`src/design/ies_pkg.sv`:
```
// Shared types and constants for the serial EEPROM transaction sequencer.
// Used by ies_ctrl, ies_dp and the top level; depends on nothing else.
`default_nettype none
package ies_pkg;

  // Register defaults and widths
  localparam int          ADDR_BITS_DEF = 16;
  localparam logic [6:0]  DEV_RST       = 7'h50;
  localparam logic [8:0]  PAGE_RST      = 9'd16;
  localparam logic [8:0]  PAGE_MAX      = 9'd256;
  localparam logic [7:0]  RETRY_RST     = 8'd32;
  localparam logic [7:0]  WAIT_RST      = 8'd5;
  localparam int          CFG_IDX_W     = 3;
  localparam int          CFG_DATA_W    = 9;

  // Configuration register indexes
  typedef enum logic [CFG_IDX_W-1:0] {
    REG_DEV   = 3'd0,
    REG_PAGE  = 3'd1,
    REG_WIDE  = 3'd2,
    REG_RETRY = 3'd3,
    REG_WAIT  = 3'd4
  } reg_idx_t;

  // Host and response commands
  typedef enum logic [1:0] {
    CMD_WRITE = 2'd0,
    CMD_READ  = 2'd1,
    CMD_READY = 2'd2,
    CMD_RESP  = 2'd3
  } cmd_t;

  // Bus primitives
  typedef enum logic [2:0] {
    OP_START   = 3'd0,
    OP_RESTART = 3'd1,
    OP_WRITE   = 3'd2,
    OP_READ    = 3'd3,
    OP_STOP    = 3'd4,
    OP_PROBE   = 3'd5,
    OP_WAIT    = 3'd6,
    OP_NONE    = 3'd7
  } bus_op_t;

  // Transaction phase: which primitive answer is awaited
  typedef enum logic [2:0] {
    PH_IDLE  = 3'd0,
    PH_CTRL  = 3'd1,
    PH_AHI   = 3'd2,
    PH_ALO   = 3'd3,
    PH_DATA  = 3'd4,
    PH_PROBE = 3'd5,
    PH_RCTRL = 3'd6,
    PH_READ  = 3'd7
  } phase_t;

  // Kind of the host request in flight
  typedef enum logic [1:0] {
    RK_BYTE     = 2'd0,
    RK_LASTBYTE = 2'd1,
    RK_READ     = 2'd2,
    RK_READY    = 2'd3
  } req_kind_t;

  // Controller states
  typedef enum logic [2:0] {
    CS_IDLE   = 3'd0,
    CS_EVAL   = 3'd1,
    CS_MOD    = 3'd2,
    CS_COMMIT = 3'd3,
    CS_EMIT   = 3'd4
  } ctl_state_t;

  // One result word, without the last marker
  typedef struct packed {
    bus_op_t    op;
    logic [7:0] bus_byte;
    logic       done;
    logic       ok;
    logic [7:0] rdata;
  } result_t;

  // Controller to datapath commands
  typedef struct packed {
    logic latch_in;
    logic mod_start;
    logic commit;
    logic emit_load;
    logic emit_idx;
    logic emit_last;
  } ctl_cmd_t;

  // Datapath to controller status
  typedef struct packed {
    logic       need_mod;
    logic       mod_busy;
    logic [1:0] res_count;
    logic       out_free;
  } dp_status_t;

endpackage
`default_nettype wire

```
`src/design/ies_ctrl.sv`:
```
// Sequencing state machine: accepts an item, starts the page offset unit,
// commits the step and hands result words to the output register. Uses ies_pkg.
`default_nettype none
module ies_ctrl (
  input  wire                  clk,
  input  wire                  rst_n,
  input  wire                  in_valid,
  output logic                 in_stall,
  input  ies_pkg::dp_status_t  status,
  output ies_pkg::ctl_cmd_t    cmd
);

  ies_pkg::ctl_state_t state_r, state_nxt;
  logic                idx_r, idx_nxt;
  logic                is_last;

  // The current result word is the last one of the step.
  assign is_last = ({1'b0, idx_r} == (status.res_count - 2'd1));

  // State and word index registers
  always_ff @(posedge clk) begin
    if (!rst_n) begin
      state_r <= ies_pkg::CS_IDLE;
      idx_r   <= 1'b0;
    end else begin
      state_r <= state_nxt;
      idx_r   <= idx_nxt;
    end
  end

  // Next state. The word count of the step is valid once the commit has landed.
  always_comb begin
    state_nxt = state_r;
    idx_nxt   = idx_r;
    case (state_r)
      ies_pkg::CS_IDLE: begin
        if (in_valid) state_nxt = ies_pkg::CS_EVAL;
      end
      ies_pkg::CS_EVAL: begin
        state_nxt = status.need_mod ? ies_pkg::CS_MOD : ies_pkg::CS_COMMIT;
      end
      ies_pkg::CS_MOD: begin
        if (!status.mod_busy) state_nxt = ies_pkg::CS_COMMIT;
      end
      ies_pkg::CS_COMMIT: begin
        idx_nxt   = 1'b0;
        state_nxt = ies_pkg::CS_EMIT;
      end
      ies_pkg::CS_EMIT: begin
        if (status.res_count == 2'd0) begin
          state_nxt = ies_pkg::CS_IDLE;
        end else if (status.out_free) begin
          if (is_last) state_nxt = ies_pkg::CS_IDLE;
          else idx_nxt = 1'b1;
        end
      end
      default: state_nxt = ies_pkg::CS_IDLE;
    endcase
  end

  // Outputs
  always_comb begin
    cmd       = '0;
    in_stall  = 1'b1;
    case (state_r)
      ies_pkg::CS_IDLE: begin
        in_stall     = 1'b0;
        cmd.latch_in = in_valid;
      end
      ies_pkg::CS_EVAL: begin
        cmd.mod_start = status.need_mod;
      end
      ies_pkg::CS_MOD: begin
        cmd.commit = !status.mod_busy ? 1'b0 : 1'b0;
      end
      ies_pkg::CS_COMMIT: begin
        cmd.commit = 1'b1;
      end
      ies_pkg::CS_EMIT: begin
        cmd.emit_load = status.out_free && (status.res_count != 2'd0);
        cmd.emit_idx  = idx_r;
        cmd.emit_last = is_last;
      end
      default: cmd = '0;
    endcase
  end

`ifndef SYNTHESIS
  // Only the idle state takes input.
  a_stall_idle: assert property (@(posedge clk) disable iff (!rst_n)
    (!in_stall) |-> (state_r == ies_pkg::CS_IDLE))
    else $error("input taken outside idle");
  // The second word is only ever loaded for a step of two words.
  a_idx_order: assert property (@(posedge clk) disable iff (!rst_n)
    (cmd.emit_load && cmd.emit_idx) |-> (status.res_count == 2'd2))
    else $error("second word loaded for a one word step");
  // A step without results returns straight to idle.
  a_zero_res: assert property (@(posedge clk) disable iff (!rst_n)
    (state_r == ies_pkg::CS_EMIT && status.res_count == 2'd0)
      |=> (state_r == ies_pkg::CS_IDLE))
    else $error("empty step did not return to idle");
`endif

endmodule
`default_nettype wire

```
`src/design/ies_dp.sv`:
```
// Datapath: configuration registers, transaction state, page offset unit
// (bit-serial remainder), result words and output register. Uses ies_pkg.
`default_nettype none
module ies_dp #(
  parameter int ADDR_BITS = ies_pkg::ADDR_BITS_DEF
) (
  input  wire                                clk,
  input  wire                                rst_n,
  input  wire                                cfg_we,
  input  wire [ies_pkg::CFG_IDX_W-1:0]       cfg_index,
  input  wire [ies_pkg::CFG_DATA_W-1:0]      cfg_data,
  input  wire [1:0]                          in_command,
  input  wire [15:0]                         in_mem_address,
  input  wire [7:0]                          in_data_byte,
  input  wire                                in_last_of_run,
  input  wire                                in_bus_nack,
  input  wire [7:0]                          in_bus_read_data,
  input  wire                                out_stall,
  output logic                               out_valid,
  output logic [2:0]                         out_bus_op,
  output logic [7:0]                         out_bus_byte,
  output logic                               out_host_done,
  output logic                               out_host_ok,
  output logic [7:0]                         out_host_read_data,
  output logic                               out_last,
  input  ies_pkg::ctl_cmd_t                  cmd,
  output ies_pkg::dp_status_t                status
);

  localparam int CW = $clog2(ADDR_BITS + 1);

  // Configuration registers
  logic [6:0] dev_r;
  logic [8:0] page_r;
  logic       wide_r;
  logic [7:0] retry_r;
  logic [7:0] wait_r;

  // Latched input item
  ies_pkg::cmd_t        cmd_in_r;
  logic [ADDR_BITS-1:0] addr_in_r;
  logic [7:0]           data_in_r;
  logic                 lastf_in_r;
  logic                 nack_in_r;
  logic [7:0]           rdata_in_r;

  // Transaction state
  ies_pkg::phase_t      phase_r, phase_nxt;
  logic [ADDR_BITS-1:0] cur_r, cur_nxt;
  logic [8:0]           room_r, room_nxt;
  logic [7:0]           probes_r, probes_nxt;
  logic [7:0]           held_r, held_nxt;
  logic [6:0]           ctrl_r, ctrl_nxt;
  ies_pkg::req_kind_t   rk_r, rk_nxt;
  logic                 run_r, run_nxt;

  // Page offset unit
  logic                 mod_busy_r;
  logic [CW-1:0]        mod_cnt_r;
  logic [ADDR_BITS-1:0] dvd_r;
  logic [8:0]           rem_r;
  logic [9:0]           rem_sh;

  // Result words of the step
  ies_pkg::result_t     res_a, res_b, res_a_r, res_b_r, res_sel;
  logic [1:0]           cnt_c, cnt_r;

  // Output register
  logic                 out_valid_r;
  ies_pkg::result_t     out_r;
  logic                 out_last_r;

  // Effective register values and derived addresses
  logic [8:0]           eff_page;
  logic [7:0]           eff_retry, eff_wait;
  logic [ADDR_BITS-1:0] new_addr;
  logic [15:0]          new_addr16;
  logic [6:0]           ctrl_new;
  logic [8:0]           room_dec;
  logic [7:0]           probes_dec;
  logic                 need_chunk;

  assign eff_page  = (page_r == 9'd0) ? ies_pkg::PAGE_RST :
                     (page_r > ies_pkg::PAGE_MAX) ? ies_pkg::PAGE_MAX : page_r;
  assign eff_retry = (retry_r == 8'd0) ? ies_pkg::RETRY_RST : retry_r;
  assign eff_wait  = (wait_r == 8'd0) ? ies_pkg::WAIT_RST : wait_r;

  // A write byte continues the open run or starts at its own address.
  assign new_addr   = run_r ? cur_r : addr_in_r;
  assign new_addr16 = 16'(new_addr);
  assign need_chunk = !run_r || (room_r == 9'd0);
  assign ctrl_new   = wide_r ? dev_r : (dev_r | {4'b0, new_addr16[10:8]});
  assign room_dec   = (room_r != 9'd0) ? room_r - 9'd1 : room_r;
  assign probes_dec = (probes_r != 8'd0) ? probes_r - 8'd1 : probes_r;

  assign status.need_mod  = (cmd_in_r == ies_pkg::CMD_WRITE) &&
                            (phase_r == ies_pkg::PH_IDLE) && need_chunk;
  assign status.mod_busy  = mod_busy_r;
  assign status.res_count = cnt_r;
  assign status.out_free  = !out_valid_r || !out_stall;

  // Configuration writes
  always_ff @(posedge clk) begin
    if (!rst_n) begin
      dev_r   <= ies_pkg::DEV_RST;
      page_r  <= ies_pkg::PAGE_RST;
      wide_r  <= 1'b0;
      retry_r <= ies_pkg::RETRY_RST;
      wait_r  <= ies_pkg::WAIT_RST;
    end else if (cfg_we) begin
      case (cfg_index)
        ies_pkg::REG_DEV:   dev_r   <= cfg_data[6:0];
        ies_pkg::REG_PAGE:  page_r  <= cfg_data[8:0];
        ies_pkg::REG_WIDE:  wide_r  <= cfg_data[0];
        ies_pkg::REG_RETRY: retry_r <= cfg_data[7:0];
        ies_pkg::REG_WAIT:  wait_r  <= cfg_data[7:0];
        default: ;
      endcase
    end
  end

  // Input item capture
  always_ff @(posedge clk) begin
    if (cmd.latch_in) begin
      cmd_in_r   <= ies_pkg::cmd_t'(in_command);
      addr_in_r  <= in_mem_address[ADDR_BITS-1:0];
      data_in_r  <= in_data_byte;
      lastf_in_r <= in_last_of_run;
      nack_in_r  <= in_bus_nack;
      rdata_in_r <= in_bus_read_data;
    end
  end

  // Page offset: restoring remainder, one address bit per cycle
  assign rem_sh = {rem_r, dvd_r[ADDR_BITS-1]};

  always_ff @(posedge clk) begin
    if (!rst_n) begin
      mod_busy_r <= 1'b0;
      mod_cnt_r  <= '0;
    end else if (cmd.mod_start) begin
      mod_busy_r <= 1'b1;
      mod_cnt_r  <= CW'(ADDR_BITS);
    end else if (mod_busy_r) begin
      mod_cnt_r <= mod_cnt_r - CW'(1);
      if (mod_cnt_r == CW'(1)) mod_busy_r <= 1'b0;
    end
  end

  always_ff @(posedge clk) begin
    if (cmd.mod_start) begin
      dvd_r <= new_addr;
      rem_r <= 9'd0;
    end else if (mod_busy_r) begin
      dvd_r <= dvd_r << 1;
      if (rem_sh >= {1'b0, eff_page}) rem_r <= 9'(rem_sh - {1'b0, eff_page});
      else rem_r <= rem_sh[8:0];
    end
  end

  // One step of the sequencer: next state and up to two result words
  always_comb begin
    phase_nxt  = phase_r;
    cur_nxt    = cur_r;
    room_nxt   = room_r;
    probes_nxt = probes_r;
    held_nxt   = held_r;
    ctrl_nxt   = ctrl_r;
    rk_nxt     = rk_r;
    run_nxt    = run_r;
    res_a      = '{op: ies_pkg::OP_NONE, bus_byte: 8'd0, done: 1'b0, ok: 1'b0, rdata: 8'd0};
    res_b      = res_a;
    cnt_c      = 2'd0;
    if (cmd_in_r == ies_pkg::CMD_RESP) begin
      if (nack_in_r && (phase_r == ies_pkg::PH_CTRL || phase_r == ies_pkg::PH_AHI ||
          phase_r == ies_pkg::PH_ALO || phase_r == ies_pkg::PH_DATA ||
          phase_r == ies_pkg::PH_RCTRL)) begin
        // Missing acknowledge: stop and report failure, closing any run.
        res_a.op   = ies_pkg::OP_STOP;
        res_b.done = 1'b1;
        cnt_c      = 2'd2;
        run_nxt    = 1'b0;
        room_nxt   = 9'd0;
        phase_nxt  = ies_pkg::PH_IDLE;
      end else begin
        case (phase_r)
          ies_pkg::PH_CTRL: begin
            res_a.op = ies_pkg::OP_WRITE;
            cnt_c    = 2'd1;
            if (wide_r) begin
              res_a.bus_byte = 8'(16'(cur_r) >> 8);
              phase_nxt      = ies_pkg::PH_AHI;
            end else begin
              res_a.bus_byte = 8'(cur_r);
              phase_nxt      = ies_pkg::PH_ALO;
            end
          end
          ies_pkg::PH_AHI: begin
            res_a.op       = ies_pkg::OP_WRITE;
            res_a.bus_byte = 8'(cur_r);
            cnt_c          = 2'd1;
            phase_nxt      = ies_pkg::PH_ALO;
          end
          ies_pkg::PH_ALO: begin
            if (rk_r == ies_pkg::RK_READ) begin
              res_a.op       = ies_pkg::OP_RESTART;
              res_b.op       = ies_pkg::OP_WRITE;
              res_b.bus_byte = {ctrl_r, 1'b1};
              cnt_c          = 2'd2;
              phase_nxt      = ies_pkg::PH_RCTRL;
            end else begin
              res_a.op       = ies_pkg::OP_WRITE;
              res_a.bus_byte = held_r;
              cnt_c          = 2'd1;
              phase_nxt      = ies_pkg::PH_DATA;
            end
          end
          ies_pkg::PH_DATA: begin
            cur_nxt  = cur_r + 1'b1;
            room_nxt = room_dec;
            if (rk_r == ies_pkg::RK_LASTBYTE || room_dec == 9'd0) begin
              // Chunk closed: stop, then poll for the write cycle to end.
              res_a.op       = ies_pkg::OP_STOP;
              res_b.op       = ies_pkg::OP_PROBE;
              res_b.bus_byte = {1'b0, ctrl_r};
              cnt_c          = 2'd2;
              probes_nxt     = eff_retry;
              phase_nxt      = ies_pkg::PH_PROBE;
            end else begin
              res_a.done = 1'b1;
              res_a.ok   = 1'b1;
              cnt_c      = 2'd1;
              phase_nxt  = ies_pkg::PH_IDLE;
            end
          end
          ies_pkg::PH_PROBE: begin
            if (!nack_in_r) begin
              if (rk_r == ies_pkg::RK_LASTBYTE) run_nxt = 1'b0;
              room_nxt   = 9'd0;
              phase_nxt  = ies_pkg::PH_IDLE;
              res_a.done = 1'b1;
              res_a.ok   = 1'b1;
              cnt_c      = 2'd1;
            end else begin
              probes_nxt     = probes_dec;
              res_a.op       = ies_pkg::OP_WAIT;
              res_a.bus_byte = eff_wait;
              cnt_c          = 2'd2;
              if (probes_dec == 8'd0) begin
                // Poll exhausted: fail without stop.
                run_nxt    = 1'b0;
                room_nxt   = 9'd0;
                phase_nxt  = ies_pkg::PH_IDLE;
                res_b.done = 1'b1;
              end else begin
                res_b.op       = ies_pkg::OP_PROBE;
                res_b.bus_byte = {1'b0, ctrl_r};
              end
            end
          end
          ies_pkg::PH_RCTRL: begin
            res_a.op  = ies_pkg::OP_READ;
            cnt_c     = 2'd1;
            phase_nxt = ies_pkg::PH_READ;
          end
          ies_pkg::PH_READ: begin
            res_a.op    = ies_pkg::OP_STOP;
            res_b.done  = 1'b1;
            res_b.ok    = 1'b1;
            res_b.rdata = rdata_in_r;
            cnt_c       = 2'd2;
            phase_nxt   = ies_pkg::PH_IDLE;
          end
          default: cnt_c = 2'd0;
        endcase
      end
    end else if (phase_r != ies_pkg::PH_IDLE) begin
      // Host request while an answer is awaited is dropped.
      cnt_c = 2'd0;
    end else if (cmd_in_r == ies_pkg::CMD_WRITE) begin
      run_nxt  = 1'b1;
      cur_nxt  = new_addr;
      held_nxt = data_in_r;
      rk_nxt   = lastf_in_r ? ies_pkg::RK_LASTBYTE : ies_pkg::RK_BYTE;
      if (need_chunk) begin
        // Open a new chunk bounded by the page end.
        ctrl_nxt       = ctrl_new;
        room_nxt       = eff_page - rem_r;
        res_a.op       = ies_pkg::OP_START;
        res_b.op       = ies_pkg::OP_WRITE;
        res_b.bus_byte = {ctrl_new, 1'b0};
        cnt_c          = 2'd2;
        phase_nxt      = ies_pkg::PH_CTRL;
      end else begin
        res_a.op       = ies_pkg::OP_WRITE;
        res_a.bus_byte = data_in_r;
        cnt_c          = 2'd1;
        phase_nxt      = ies_pkg::PH_DATA;
      end
    end else if (run_r) begin
      // Read or readiness request refused while a run is open.
      res_a.done = 1'b1;
      cnt_c      = 2'd1;
    end else if (cmd_in_r == ies_pkg::CMD_READ) begin
      cur_nxt        = addr_in_r;
      ctrl_nxt       = ctrl_new;
      rk_nxt         = ies_pkg::RK_READ;
      res_a.op       = ies_pkg::OP_START;
      res_b.op       = ies_pkg::OP_WRITE;
      res_b.bus_byte = {ctrl_new, 1'b0};
      cnt_c          = 2'd2;
      phase_nxt      = ies_pkg::PH_CTRL;
    end else begin
      ctrl_nxt       = dev_r;
      rk_nxt         = ies_pkg::RK_READY;
      probes_nxt     = eff_retry;
      res_a.op       = ies_pkg::OP_PROBE;
      res_a.bus_byte = {1'b0, dev_r};
      cnt_c          = 2'd1;
      phase_nxt      = ies_pkg::PH_PROBE;
    end
  end

  // Commit the step
  always_ff @(posedge clk) begin
    if (!rst_n) begin
      phase_r  <= ies_pkg::PH_IDLE;
      cur_r    <= '0;
      room_r   <= 9'd0;
      probes_r <= 8'd0;
      held_r   <= 8'd0;
      ctrl_r   <= 7'd0;
      rk_r     <= ies_pkg::RK_BYTE;
      run_r    <= 1'b0;
      cnt_r    <= 2'd0;
    end else if (cmd.commit) begin
      phase_r  <= phase_nxt;
      cur_r    <= cur_nxt;
      room_r   <= room_nxt;
      probes_r <= probes_nxt;
      held_r   <= held_nxt;
      ctrl_r   <= ctrl_nxt;
      rk_r     <= rk_nxt;
      run_r    <= run_nxt;
      cnt_r    <= cnt_c;
    end
  end

  always_ff @(posedge clk) begin
    if (cmd.commit) begin
      res_a_r <= res_a;
      res_b_r <= res_b;
    end
  end

  // Output register
  assign res_sel = cmd.emit_idx ? res_b_r : res_a_r;

  always_ff @(posedge clk) begin
    if (!rst_n) begin
      out_valid_r <= 1'b0;
    end else if (cmd.emit_load) begin
      out_valid_r <= 1'b1;
    end else if (!out_stall) begin
      out_valid_r <= 1'b0;
    end
  end

  always_ff @(posedge clk) begin
    if (cmd.emit_load) begin
      out_r      <= res_sel;
      out_last_r <= cmd.emit_last;
    end
  end

  assign out_valid          = out_valid_r;
  assign out_bus_op         = out_r.op;
  assign out_bus_byte       = out_r.bus_byte;
  assign out_host_done      = out_r.done;
  assign out_host_ok        = out_r.ok;
  assign out_host_read_data = out_r.rdata;
  assign out_last           = out_last_r;

`ifndef SYNTHESIS
  // The open chunk never holds more than one page.
  a_room_max: assert property (@(posedge clk) disable iff (!rst_n)
    room_r <= ies_pkg::PAGE_MAX)
    else $error("page room above a page");
  // Polling always has a probe left.
  a_probe_left: assert property (@(posedge clk) disable iff (!rst_n)
    (phase_r == ies_pkg::PH_PROBE) |-> (probes_r != 8'd0))
    else $error("polling with no probes left");
  // With no run open there is no open chunk.
  a_run_room: assert property (@(posedge clk) disable iff (!rst_n)
    (!run_r) |-> (room_r == 9'd0))
    else $error("chunk open without a run");
  // A finished remainder lies below the page size.
  a_rem_range: assert property (@(posedge clk) disable iff (!rst_n)
    ($fell(mod_busy_r)) |-> (rem_r < eff_page))
    else $error("page offset out of range");
`endif

endmodule
`default_nettype wire

```
`src/design/i2c_eeprom_transaction_sequencer.sv`:
```
// Top level of the serial EEPROM transaction sequencer.
// Instantiates ies_ctrl (sequencing) and ies_dp (state and results); uses ies_pkg.
//
//   Channel  Direction  Handshake            Contents
//   in_      input      in_valid / in_stall  host request or bus response
//   out_     output     out_valid/out_stall  one bus primitive or host report
//   cfg_     input      cfg_we               register index and data
//
// An item passes through the idle, evaluate, commit and emit states, emitting up
// to two result words; a write byte that opens a chunk also runs the bit-serial
// page offset between evaluate and commit.
// Reset is synchronous, active low, and clears all control state.
// A stalled output holds the last result word; the next step's words wait for it.
`default_nettype none
module i2c_eeprom_transaction_sequencer #(
  parameter int ADDR_BITS = ies_pkg::ADDR_BITS_DEF
) (
  input  wire                            clk,
  input  wire                            rst_n,
  input  wire                            cfg_we,
  input  wire [ies_pkg::CFG_IDX_W-1:0]   cfg_index,
  input  wire [ies_pkg::CFG_DATA_W-1:0]  cfg_data,
  input  wire                            in_valid,
  output logic                           in_stall,
  input  wire [1:0]                      in_command,
  input  wire [15:0]                     in_mem_address,
  input  wire [7:0]                      in_data_byte,
  input  wire                            in_last_of_run,
  input  wire                            in_bus_nack,
  input  wire [7:0]                      in_bus_read_data,
  output logic                           out_valid,
  input  wire                            out_stall,
  output logic [2:0]                     out_bus_op,
  output logic [7:0]                     out_bus_byte,
  output logic                           out_host_done,
  output logic                           out_host_ok,
  output logic [7:0]                     out_host_read_data,
  output logic                           out_last
);

  ies_pkg::ctl_cmd_t   cmd;
  ies_pkg::dp_status_t status;

  // Sequencing controller
  ies_ctrl u_ctrl (
    .clk      (clk),
    .rst_n    (rst_n),
    .in_valid (in_valid),
    .in_stall (in_stall),
    .status   (status),
    .cmd      (cmd)
  );

  // Datapath
  ies_dp #(
    .ADDR_BITS (ADDR_BITS)
  ) u_dp (
    .clk                (clk),
    .rst_n              (rst_n),
    .cfg_we             (cfg_we),
    .cfg_index          (cfg_index),
    .cfg_data           (cfg_data),
    .in_command         (in_command),
    .in_mem_address     (in_mem_address),
    .in_data_byte       (in_data_byte),
    .in_last_of_run     (in_last_of_run),
    .in_bus_nack        (in_bus_nack),
    .in_bus_read_data   (in_bus_read_data),
    .out_stall          (out_stall),
    .out_valid          (out_valid),
    .out_bus_op         (out_bus_op),
    .out_bus_byte       (out_bus_byte),
    .out_host_done      (out_host_done),
    .out_host_ok        (out_host_ok),
    .out_host_read_data (out_host_read_data),
    .out_last           (out_last),
    .cmd                (cmd),
    .status             (status)
  );

endmodule
`default_nettype wire
```
`config.mk`:
```
export PLATFORM = sky130hd
export DESIGN_NAME = i2c_eeprom_transaction_sequencer
export DESIGN_NICKNAME = d
export VERILOG_FILES = /design/src/design/ies_pkg.sv /design/src/design/ies_ctrl.sv /design/src/design/ies_dp.sv /design/src/design/i2c_eeprom_transaction_sequencer.sv
export SDC_FILE = /design/constraint.sdc
export NUM_CORES = 1
export LEC_CHECK = 0
export BUFFER_PORTS_ARGS = -buffer_cell sky130_fd_sc_hd__buf_4
export CAP_MARGIN = 20
export CORE_MARGIN = 1.5
export CORE_UTILIZATION = 39
export CTS_BUF_LIST = sky130_fd_sc_hd__clkbuf_4 sky130_fd_sc_hd__clkbuf_8
export DETAILED_ROUTE_END_ITERATION = 12
export PLACE_DENSITY = 0.57
export SLEW_MARGIN = 15
export SYNTH_ARGS = -nofsm -noshare
export SYNTH_HDL_FRONTEND = slang
export SYNTH_SLANG_ARGS = --single-unit
```
`constraint.sdc`:
```
create_clock -name clk -period 4.3 [get_ports clk]
set_clock_uncertainty 0.1 [all_clocks]
set_input_delay 0.43 -clock clk [delete_from_list [all_inputs] [get_ports clk]]
set_output_delay 0.43 -clock clk [all_outputs]
set_load 0.03 [all_outputs]
```
==> impl_metrics.toml <==
[outcome]
outcome = "complete, no violations"

[clocking]
worstSkewPairLatency_ns = 0.54
postCtsSetupBuffers = 0
numCtsBuffers = 39
cts_root_buf = "clkbuf_8"
cts_tree = "done"
cts.sinks = 216
htreeDepth = 2
clkTransAtPathRegs_ns = 0.07
clk_path_buf_depth = 3

[synthesis]
synthesis.area_mm2 = 0.01107
synthTopCellsByArea = "edfxtp_1 (29%), dfxtp_1 (20%), a21oi_1 (4.8%)"
synthCells = 1190
yosysWarningCount = 0
synth-seq-cells = 216
synth_nets = 1272
ys_types = 79
ys_seq_area_share_pct = 48.72
synthFlopType = "dfxtp_1"
synth_top_area_share_pct = 29.01
syn_area_per_cell_um2 = 9.306
synth_edf_count = 107
yosysTopAreaCell = "edfxtp_1"
async_reset_ff_share_pct = 0

[place]
port_buffers = 76
hpwl_um = 20680
gp_congestion = 0.9001

[sta]
hold_slack_ns = 0.07108
rsz0062_at_grt = "no"
maxSlewViolCount = 0
tns_ns = 0
relSlewSlack_pct = 34.57
setup_viol = 0
fmax_mhz = 302.7
finalHoldViolations = 0
final.min_clock_period_ns = 3.304
worst_pin_slew_ns = 0.9815
period_share_pct = 76.84

[power]
p_per_area_mw_per_mm2 = 450.2
leakagePower_nw = 4.996
ir_drop_v = 0.0002428

[drt]
dr.pass1.iters = 5
wl_um = 29750
vias = 9314
vias_per_cell = 5.456
route.detailed.drc = 0
wire_per_inst_um = 17.43
drt_iter0_markers = 881
ant_nets = 0

[die]
fp.dieW_um = 171.5
rows = 61
io_pins = 77
die_h_um = 171.5
die-area_mm2 = 0.02942
start_util_pct = 39.75
core_area_mm2 = 0.02786

[setup_path]
timing.rr.start = "u_dp.room_r[0]"
crit_type = "flop to flop"
rr_endpoint = "u_dp.dvd_r[15]"
critPathLaunchType = "flop"
crit_start = "u_dp.room_r[0]"
arrival_ns = 3.36
endpoint_kind = "flop"
rrSetupSlack_ns = 1.0
ff2ff_path_depth = 7
cp_data_required_time_ns = 4.36
cp_max_fo = 16

[hold_path]
hold_depth = 3
holdCritPathClass = "primary input to flop"
worstHoldStart = "cfg_data[8]"
hold_end = "u_dp.page_r[8]"

[global_route]
overflow = 0
gr-usage-all-layers_pct = 20.32
grt_max_degree = 51
grt_pass1_vias = 8600
antenna_found_initial = 0
grt_pass1_wl_um = 46840

[final_layout]
final_util_pct = 47.45
area_delta_synth_final_pct = 19.35
antennaDiodeCount = 0
nFillCells = 2663
drive_above_1_share_pct = 14.75
final_nets = 1380

[run]
maxCapViolations = 0
-- cells by family (layout without fill, tap and decap cells) --
| group | Yosys count | after routing | share of synthesized area [%] |
|---|---|---|---|
| flip-flops | 216 | 216 | 48.72 |
| AND/OR/NAND/NOR | 428 | 428 | 18.44 |
| buffers and inverters | 113 | 252 | 3.999 |
| XOR/XNOR | 18 | 18 | 1.424 |
| multiplexers | 56 | 56 | 5.242 |
| AO/OA/AOI/OAI | 330 | 330 | 18.77 |
| adder cells (fa/ha/maj) | 29 | 29 | 3.412 |
-- cell type report --
class | count | area [um^2] | share of cell area (%)
Timing Repair Buffer | 132 | 1094 | 8.273
Tap cell | 378 | 473.0 | 3.578
Inverter | 48 | 180.2 | 1.363
Sequential cell | 216 | 5395 | 40.82
Multi-Input combinational cell | 861 | 5253 | 39.74
Clock buffer | 53 | 660.6 | 4.998
Clock inverter | 19 | 162.7 | 1.231
-- worst max-delay path, stage by stage (launching register included) --
cell,delay (ns)
dfxtp_1,0.39
inv_1,0.16
ha_1,0.21
or4b_2,0.64
o21ai_1,0.18
nand3_1,0.12
or4b_1,0.58
nand2_1,0.54
-- registers in the layout, summed over array words and instances (netlist names), 9 cells and up --
name	flops
u_dp.rem_r	9
u_dp.res_a_r	13
u_dp.res_b_r	20
u_dp.page_r	9
u_dp.cur_r	16
u_dp.room_r	9
u_dp.dvd_r	16
u_dp.addr_in_r	16
-- where the power goes --
group / switching (mW) / internal [mW] / leakage, nW
logic: 0.820 / 0.602 / 2.70
clock network: 0.868 / 1.18 / 0.429
registers: 0.139 / 2.34 / 1.86
total: 1.83 / 4.12 / 5.00
-- timing repair --
| item | CTS | global route |
|---|---|---|
| endpoints found under the hold margin | 36 | 0 |
| hold buffers | 36 | 0 |
| resized for setup | 0 | 0 |
-- through the flow --
step | total power [mW] | instances | setup slack [ns] | instance area (um^2)
2_1_floorplan | 3.498 | 1190 | 1.023 | 11070
3_3_place_gp | 3.875 | 1597 | 1.039 | 12000
3_5_place_dp | 3.882 | 1597 | 1.022 | 12000
4_1_cts | 5.986 | 1705 | 1.010 | 13190
5_1_grt | 6.288 | 1707 | 0.7314 | 13220
6_report | 5.950 | 1707 | 0.9960 | 13220
-- Yosys cell counts, drive strengths merged (4+ instances only) --
| library cell | count |
|---|---|
| o21ai | 91 |
| nor3 | 34 |
| a22o | 10 |
| a221oi | 4 |
| nand2b | 9 |
| a221o | 4 |
| edfxtp | 107 |
| xor2 | 6 |
| clkbuf | 58 |
| nand3 | 27 |
| inv | 47 |
| o221ai | 7 |
| buf | 7 |
| o21a | 10 |
| nand3b | 4 |
| nor4 | 12 |
| nor3b | 4 |
| nor2b | 11 |
| nor2 | 118 |
| mux2 | 16 |
| a211oi | 15 |
| a21oi | 109 |
| xnor2 | 12 |
| a22oi | 8 |
| or2 | 6 |
| o211ai | 6 |
| and3 | 10 |
| mux2i | 40 |
| or4 | 6 |
| dfxtp | 109 |
| o32ai | 4 |
| nand2 | 141 |
| a31oi | 8 |
| nand4 | 8 |
| and2 | 22 |
| o22ai | 8 |
| or3 | 7 |
| ha | 27 |
| a21o | 10 |
-- per-layer routing --
| metal | track usage (%) | wire length, um | vias up |
|---|---|---|---|
| met4 | 7.170 | 882 | 0 |
| met5 | 0 | 0 | - |
| met3 | 3.405 | 1682 | 72 |
| li1 | - | - | 4578 |
| met2 | 32.35 | 13280 | 311 |
| met1 | 27.81 | 13910 | 4353 |
-- worst max-delay path by stage --
stage               cells past startpoint             end
finish                                  7  u_dp.dvd_r[15]
global route                            7  u_dp.dvd_r[12]
CTS                                     7   u_dp.dvd_r[3]
detailed placement                      7  u_dp.dvd_r[13]
global placement                       10  u_dp.room_r[2]
floorplan                              10   u_dp.dvd_r[0]
-- layout by cell type (no fill, tap or decap), types with 36 or more instances in the layout --
master and instances:
a21oi_1 105, buf_4 95, clkbuf_8 42, dfxtp_1 109
dlygate4sd3_1 36, edfxtp_1 107, inv_1 45, mux2i_1 40
nand2_1 141, nor2_1 117, o21ai_0 81
No activity file was read; power rests on OpenSTA's default activity.
